[config.mk]
export PLATFORM = sky130hd
export DESIGN_NAME = murmur64a_hash_engine_top
export DESIGN_NICKNAME = d
export VERILOG_FILES = /design/src/design/mm64_pkg.sv /design/src/design/murmur64a_hash_engine_top.sv /design/src/design/mm64_dp.sv /design/src/design/mm64_ctrl.sv
export SDC_FILE = /design/constraint.sdc
export NUM_CORES = 2
export LEC_CHECK = 0
export BUFFER_PORTS_ARGS = -buffer_cell sky130_fd_sc_hd__buf_2
export CAP_MARGIN = 20
export CORE_AREA = 2 2 327 329
export CTS_BUF_LIST = sky130_fd_sc_hd__clkbuf_2 sky130_fd_sc_hd__clkbuf_4 sky130_fd_sc_hd__clkbuf_8
export DETAILED_ROUTE_END_ITERATION = 8
export DIE_AREA = 0 0 329 331
export REMOVE_ABC_BUFFERS = 1
export SYNTH_ARGS = -nofsm -noshare
export SYNTH_HDL_FRONTEND = slang
export SYNTH_SLANG_ARGS = --single-unit
[constraint.sdc]
create_clock -name clk -period 11.6 [get_ports clk]
set_input_delay 1.16 -clock clk [delete_from_list [all_inputs] [get_ports clk]]
set_output_delay 1.16 -clock clk [all_outputs]
set_load 0.02 [all_outputs]
[src/design/mm64_pkg.sv]
// shared types and constants for the murmur64a hash engine
`default_nettype none

package mm64_pkg;

	// input command codes carried in tuser
	localparam logic [1:0] CMD_START  = 2'd0;
	localparam logic [1:0] CMD_WORD   = 2'd1;
	localparam logic [1:0] CMD_FINISH = 2'd2;

	// mixing constants
	localparam logic [63:0] MIX_MULT   = 64'hc6a4a7935bd1e995;
	localparam int unsigned MIX_SHIFT  = 47;
	localparam logic [63:0] SEED_RESET = 64'd2147483647;

	// datapath operations issued by the controller
	typedef enum logic [3:0] {
		DP_NOP,
		DP_LD_LEN,
		DP_LD_DATA,
		DP_LD_TAIL,
		DP_LD_HASH,
		DP_MUL,
		DP_XS,
		DP_W_XOR_H,
		DP_H_FROM_W,
		DP_H_SEED,
		DP_OUT_LOAD
	} dp_op_t;

	typedef struct packed {
		dp_op_t     op;
		logic [1:0] step;
	} dp_cmd_t;

	typedef struct packed {
		logic out_full;
	} dp_stat_t;

endpackage

`default_nettype wire

[src/design/murmur64a_hash_engine_top.sv]
// top level of the murmur64a hash engine
`default_nettype none

// MurmurHash64A engine. A message is sent as a start transfer (tuser = 0, carries the total
// byte length), any number of word transfers (tuser = 1, eight little-endian bytes) and a
// finish transfer (tuser = 2, 0 to 7 tail bytes); the finish transfer returns one 64-bit
// hash on the master side. tuser = 3 is accepted and dropped. The seed register is written
// through cfg_wen/cfg_wdata; the user must write it only while the engine is idle, as the
// block itself does not enforce this. Items are handled one at a time, and a finish also
// waits for the previous hash to be taken. Every 64-bit multiply by the mixing constant is
// done in three passes of a single shared 32x32 multiplier. A finished hash sits in an
// output register, so the next message can start while the hash waits for its transfer.
module murmur64a_hash_engine_top
	import mm64_pkg::*;
(
	input  wire logic         clk,
	input  wire logic         arst_n,
	// seed register write
	input  wire logic         cfg_wen,
	input  wire logic [63:0]  cfg_wdata,
	// input stream
	input  wire logic         s_tvalid,
	output logic              s_tready,
	// tdata: data_word[63:0], tail_bytes[66:64], message_length[98:67], zero pad[103:99]
	input  wire logic [103:0] s_tdata,
	// tuser: command[1:0]
	input  wire logic [1:0]   s_tuser,
	// result stream
	output logic              m_tvalid,
	input  wire logic         m_tready,
	// tdata: hash_value[63:0]
	output logic [63:0]       m_tdata
);

	dp_cmd_t  cmd;
	dp_stat_t stat;

	// sequencer: accepts a transfer only when idle
	mm64_ctrl u_ctrl (
		.clk        (clk),
		.arst_n     (arst_n),
		.s_tvalid   (s_tvalid),
		.s_tready   (s_tready),
		.command    (s_tuser),
		.tail_bytes (s_tdata[66:64]),
		.stat       (stat),
		.cmd        (cmd)
	);

	// fields are sampled by the datapath in the accept cycle only
	mm64_dp u_dp (
		.clk            (clk),
		.arst_n         (arst_n),
		.cfg_wen        (cfg_wen),
		.cfg_wdata      (cfg_wdata),
		.data_word      (s_tdata[63:0]),
		.tail_bytes     (s_tdata[66:64]),
		.message_length (s_tdata[98:67]),
		.cmd            (cmd),
		.stat           (stat),
		.m_tvalid       (m_tvalid),
		.m_tready       (m_tready),
		.m_tdata        (m_tdata)
	);

endmodule

`default_nettype wire

[src/design/mm64_dp.sv]
// datapath: seed, running hash, work register, shared 32x32 multiplier, output register
`default_nettype none

module mm64_dp
	import mm64_pkg::*;
(
	input  wire logic        clk,
	input  wire logic        arst_n,
	input  wire logic        cfg_wen,
	input  wire logic [63:0] cfg_wdata,
	input  wire logic [63:0] data_word,
	input  wire logic [2:0]  tail_bytes,
	input  wire logic [31:0] message_length,
	input  wire dp_cmd_t     cmd,
	output dp_stat_t         stat,
	output logic             m_tvalid,
	input  wire logic        m_tready,
	output logic [63:0]      m_tdata
);

	logic [63:0] seed_q;
	logic [63:0] hash_q;
	logic [63:0] w_q;
	logic [63:0] p_q;
	logic [63:0] out_q;
	logic        out_valid_q;

	logic [63:0] tail_mask;
	logic [31:0] mul_a;
	logic [31:0] mul_b;
	logic [63:0] mul_p;
	logic [63:0] w_xs;

	always_comb begin
		for (int i = 0; i < 8; i++) begin
			tail_mask[i*8 +: 8] = (3'(i) < tail_bytes) ? 8'hff : 8'h00;
		end
	end

	// low 64 bits of w * M in three passes of one 32x32 multiplier
	assign mul_a = (cmd.step == 2'd2) ? w_q[63:32] : w_q[31:0];
	assign mul_b = (cmd.step == 2'd1) ? MIX_MULT[63:32] : MIX_MULT[31:0];
	assign mul_p = {32'd0, mul_a} * {32'd0, mul_b};

	assign w_xs = w_q ^ (w_q >> MIX_SHIFT);

	always_ff @(posedge clk or negedge arst_n) begin
		if (!arst_n) begin
			seed_q      <= SEED_RESET;
			hash_q      <= 64'd0;
			out_valid_q <= 1'b0;
		end else begin
			if (cfg_wen) begin
				seed_q <= cfg_wdata;
			end
			if (m_tready) begin
				out_valid_q <= 1'b0;
			end
			case (cmd.op)
				DP_H_FROM_W: hash_q <= w_q;
				DP_H_SEED:   hash_q <= seed_q ^ w_q;
				DP_OUT_LOAD: out_valid_q <= 1'b1;
				default:     ;
			endcase
		end
	end

	always_ff @(posedge clk) begin
		case (cmd.op)
			DP_LD_LEN:   w_q <= {32'd0, message_length};
			DP_LD_DATA:  w_q <= data_word;
			DP_LD_TAIL:  w_q <= hash_q ^ (data_word & tail_mask);
			DP_LD_HASH:  w_q <= hash_q;
			DP_XS:       w_q <= w_xs;
			DP_W_XOR_H:  w_q <= hash_q ^ w_q;
			DP_MUL: begin
				case (cmd.step)
					2'd0:    p_q <= mul_p;
					2'd1:    p_q[63:32] <= p_q[63:32] + mul_p[31:0];
					default: w_q <= {p_q[63:32] + mul_p[31:0], p_q[31:0]};
				endcase
			end
			DP_OUT_LOAD: out_q <= w_xs;
			default:     ;
		endcase
	end

	assign stat.out_full = out_valid_q;
	assign m_tvalid      = out_valid_q;
	assign m_tdata       = out_q;

endmodule

`default_nettype wire

[src/design/mm64_ctrl.sv]
// controller: sequences the datapath through each command
`default_nettype none

module mm64_ctrl
	import mm64_pkg::*;
(
	input  wire logic       clk,
	input  wire logic       arst_n,
	input  wire logic       s_tvalid,
	output logic            s_tready,
	input  wire logic [1:0] command,
	input  wire logic [2:0] tail_bytes,
	input  wire dp_stat_t   stat,
	output dp_cmd_t         cmd
);

	localparam logic [2:0] ST_IDLE = 3'd0;
	localparam logic [2:0] ST_MUL  = 3'd1;
	localparam logic [2:0] ST_SEED = 3'd2;
	localparam logic [2:0] ST_WXS  = 3'd3;
	localparam logic [2:0] ST_WXH  = 3'd4;
	localparam logic [2:0] ST_WHW  = 3'd5;
	localparam logic [2:0] ST_FXS  = 3'd6;
	localparam logic [2:0] ST_FOUT = 3'd7;

	logic [2:0] state_q, state_d;
	logic [2:0] ret_q, ret_d;
	logic [1:0] step_q, step_d;

	assign s_tready = (state_q == ST_IDLE);

	always_comb begin
		state_d  = state_q;
		ret_d    = ret_q;
		step_d   = 2'd0;
		cmd.op   = DP_NOP;
		cmd.step = step_q;
		case (state_q)
			ST_IDLE: begin
				if (s_tvalid) begin
					case (command)
						CMD_START: begin
							cmd.op  = DP_LD_LEN;
							state_d = ST_MUL;
							ret_d   = ST_SEED;
						end
						CMD_WORD: begin
							cmd.op  = DP_LD_DATA;
							state_d = ST_MUL;
							ret_d   = ST_WXS;
						end
						CMD_FINISH: begin
							if (tail_bytes != 3'd0) begin
								cmd.op  = DP_LD_TAIL;
								state_d = ST_MUL;
								ret_d   = ST_FXS;
							end else begin
								cmd.op  = DP_LD_HASH;
								state_d = ST_FXS;
							end
						end
						default: ;
					endcase
				end
			end
			ST_MUL: begin
				cmd.op = DP_MUL;
				if (step_q == 2'd2) begin
					state_d = ret_q;
				end else begin
					step_d = step_q + 2'd1;
				end
			end
			ST_SEED: begin
				cmd.op  = DP_H_SEED;
				state_d = ST_IDLE;
			end
			ST_WXS: begin
				cmd.op  = DP_XS;
				state_d = ST_MUL;
				ret_d   = ST_WXH;
			end
			ST_WXH: begin
				cmd.op  = DP_W_XOR_H;
				state_d = ST_MUL;
				ret_d   = ST_WHW;
			end
			ST_WHW: begin
				cmd.op  = DP_H_FROM_W;
				state_d = ST_IDLE;
			end
			ST_FXS: begin
				cmd.op  = DP_XS;
				state_d = ST_MUL;
				ret_d   = ST_FOUT;
			end
			ST_FOUT: begin
				if (!stat.out_full) begin
					cmd.op  = DP_OUT_LOAD;
					state_d = ST_IDLE;
				end
			end
			default: state_d = ST_IDLE;
		endcase
	end

	always_ff @(posedge clk or negedge arst_n) begin
		if (!arst_n) begin
			state_q <= ST_IDLE;
			ret_q   <= ST_IDLE;
			step_q  <= 2'd0;
		end else begin
			state_q <= state_d;
			ret_q   <= ret_d;
			step_q  <= step_d;
		end
	end

`ifndef SYNTH
	a_step_range: assert property (@(posedge clk) disable iff (!arst_n)
		(state_q == ST_MUL) |-> (step_q <= 2'd2))
		else $error("multiply step out of range");

	a_mul_returns: assert property (@(posedge clk) disable iff (!arst_n)
		(state_q == ST_MUL && step_q == 2'd2) |=> (state_q != ST_MUL))
		else $error("multiply did not return");

	a_out_loaded: assert property (@(posedge clk) disable iff (!arst_n)
		(state_q == ST_FOUT && !stat.out_full) |=> stat.out_full)
		else $error("result not loaded into output register");
`endif

endmodule

`default_nettype wire
==> flow_metrics.tcl <==
set metrics [dict create \
    clkLatencyLatePin_ns 0.67 \
    setup.worst_path.start_class "register" \
    timing.reg2reg.worst_path_depth 30 \
    grt_overflow_total 0 \
    htreeDepth 2 \
    cts_max_path_buffers 3 \
    yosys_most_used_dff "sky130_fd_sc_hd__edfxtp_1" \
    report.final.slew_viol_count 0 \
    hold_end "u_dp.seed_q[35]" \
    cts_setup_buffers 0 \
    number_of_synthesis_warnings 0 \
    multi_input_comb_area_mm2 0.02892 \
    fp.dieW_um 329 \
    syn-mean-instance-area_um2 10.01 \
    antenna_left 0 \
    outcome "finished, final reports clean" \
    grt_setup_unrepaired "no" \
    fp-row-count 119 \
    via_count 31490 \
    arrival_time_of_the_worst_setup_path_ns 10.89 \
    grt_antenna_before_repair 7 \
    detailedRoute.firstIterationViolations 2732 \
    hpwl_um 112900 \
    min_period_ns 10.47 \
    critical_path_peak_fanout 23 \
    holdBufCountCts 0 \
    reg2reg_to "u_dp.w_q[63]" \
    wl_um 136200 \
    regToRegSetupSlack_ns 1.13 \
    asyncSetResetFlopFracSynth_pct 41.64 \
    start_point_of_the_worst_hold_path "u_dp.seed_q[35]" \
    initial_core_util_pct 39.82 \
    max_cap_viol_count 0 \
    design.core.area_mm2 0.1050 \
    floorplan.io_pins 241 \
    grt_pass1_vias 31950 \
    critical-path-max-stage-delay_ns 0.75 \
    root_buffer "sky130_fd_sc_hd__clkbuf_8" \
    sequential_element_share_of_the_synthesized_area_pct 22.09 \
    critPathRequiredTime_ns 12.02 \
    die_area_mm2 0.1089 \
    tritoncts "yes" \
    setup-tns-final_ns 0 \
    routedWlPerCell_um 23.54 \
    post_route_cells_drive_above_1_share_pct 12.71 \
    postSynthRegisterBits 329 \
    worstSetupPathType "reg2reg" \
    finalWeightedCongestion 0.9685 \
    chipHeight_um 331 \
    synth_most_common_cell "sky130_fd_sc_hd__inv_1" \
    worstSetupEndpointType "register" \
    synthDominantAreaCellType "sky130_fd_sc_hd__fa_1" \
    worstReg2RegStart "u_ctrl.step_q[1]" \
    io_buffer_count 235 \
    cts_buffers 50 \
    synth.distinct_cells 92 \
    final_cell_count_no_fill 5788 \
    finalSetupViolations 0 \
    grt_usage_pct 25.23 \
    worst_hold_path.num_cells 1 \
    slew_headroom_pct 27.40 \
    worst_pin_slew_ns 1.089 \
    critical_path.top_delay_family "adder cells" \
    place.detailed.instances 5688 \
    synth_common_cells "sky130_fd_sc_hd__inv_1, sky130_fd_sc_hd__fa_1, sky130_fd_sc_hd__ha_1" \
    synthesis.instances 4177 \
    hold_violation_total_from_the_final_report 0 \
    postCtsResizedCells 0 \
    critPathSlowestCell "sky130_fd_sc_hd__mux2i_1" \
    post_synth_instance_area_mm2 0.04180 \
    synth_edf_count 192 \
    clock_skew_ns 0.04037 \
    viasPerCell 5.440 \
    synth_top_cells_by_area "sky130_fd_sc_hd__fa_1, sky130_fd_sc_hd__edfxtp_1, sky130_fd_sc_hd__ha_1" \
    timing.critical_path.mode_cell "sky130_fd_sc_hd__fa_1" \
    clock_transition_at_the_registers_of_the_reported_paths_ns 0.07 \
    grt_pass1_wl_um 204100 \
    cts.sink_count 329 \
    pin_count_of_the_biggest_net_entering_global_routing 71 \
    timing.critical_path.buf_inv 6 \
    final.fill_count 10170 \
    ff_latch_area_mm2 0.009233 \
    detailedRoute.firstPassIterationCount 8 \
    maxClockFrequency_ghz 0.09551 \
    area_delta_synth_final_pct 9.145 \
    drc 0 \
    hold_path.class "reg2reg" \
    finish.net_count 5570 \
    synth_top_cell_area_share_pct 29.36 \
    cp.depth 30 \
    final.period_utilization_pct 90.26 \
]
-- final cells by class --
| class | count | share of cell area, % |
|---|---|---|
| multi-input cells | 2874 | 63.38 |
| flip-flops and latches | 329 | 20.24 |
| inverters | 804 | 6.615 |
| well taps | 1391 | 3.815 |
| repair buffers | 291 | 3.541 |
| clock buffers | 73 | 1.983 |
| clock inverters | 20 | 0.3895 |
| diodes | 6 | 0.03291 |
-- cell families (layout without fill, tap and decap cells) --
group / after synthesis / after routing / share of synthesized area (%)
DFF: 329 / 329 / 22.09
AOI/OAI and AO/OA: 756 / 756 / 11.51
adders and majority gates: 1045 / 1045 / 42.29
xor gates and xnor gates: 195 / 195 / 4.119
other: 2 / 12 / 0.01797
and+or+nand+nor: 763 / 763 / 8.172
muxes: 109 / 109 / 2.856
buffers and inverters: 978 / 1188 / 8.945
-- layout by cell type (no fill, tap or decap), drive strengths merged, types with 31 or more instances in the layout --
| master | n |
|---|---|
| edfxtp | 192 |
| nor2 | 326 |
| nand2 | 243 |
| dfstp | 31 |
| a31oi | 44 |
| buf | 291 |
| nor3 | 35 |
| xor2 | 115 |
| clkbuf | 73 |
| a21o | 45 |
| a21oi | 324 |
| o21ai | 139 |
| ha | 432 |
| dfrtp | 106 |
| inv | 803 |
| mux2 | 82 |
| fa | 613 |
| xnor2 | 79 |
-- layer usage --
layer  vias to the layer above  GRT usage [%]  routed length, µm
met4                         0          8.418               5069
met3                       243          3.476               9612
met1                     15940          35.21              58800
met5                         -              0                  0
li1                      14000              -                  -
met2                      1299          40.51              62760
-- stage by stage --
step           area [µm²]  util [%]  hold slack, ns  worst slack, ns
2_1_floorplan       41090         -          0.4696           0.2231
3_3_place_gp        44500     42.39          0.4927            1.231
3_5_place_dp        44500     42.39          0.4949            1.167
4_1_cts             45580     43.43          0.5125            1.170
5_1_grt             45620     43.46          0.5209           0.7003
6_report            45620     43.46          0.5104            1.130
-- flip-flops by register name (all words and copies together) (netlist names) --
signal / cells
u_dp.hash_q: 64
u_dp.m_tdata: 64
u_dp.p_q: 64
u_dp.seed_q: 64
u_dp.w_q: 64
u_ctrl.ret_q: 3
u_ctrl.state_q: 3
u_ctrl.step_q: 2
u_dp.m_tvalid: 1
-- worst max-delay path by stage --
stage	start	endpoint	slack (ns)
3_3_place_gp	u_ctrl.step_q[1]	u_dp.w_q[63]	1.23
6_report	u_ctrl.step_q[1]	u_dp.w_q[63]	1.13
2_1_floorplan	u_ctrl.step_q[1]	u_dp.p_q[61]	0.22
3_5_place_dp	u_ctrl.step_q[1]	u_dp.w_q[63]	1.17
4_1_cts	u_ctrl.step_q[1]	u_dp.w_q[63]	1.17
5_1_grt	u_ctrl.step_q[1]	u_dp.p_q[61]	0.70
Power is not shown: default switching activity piles up to over one toggle a cycle in this logic, so the estimate is an artifact.
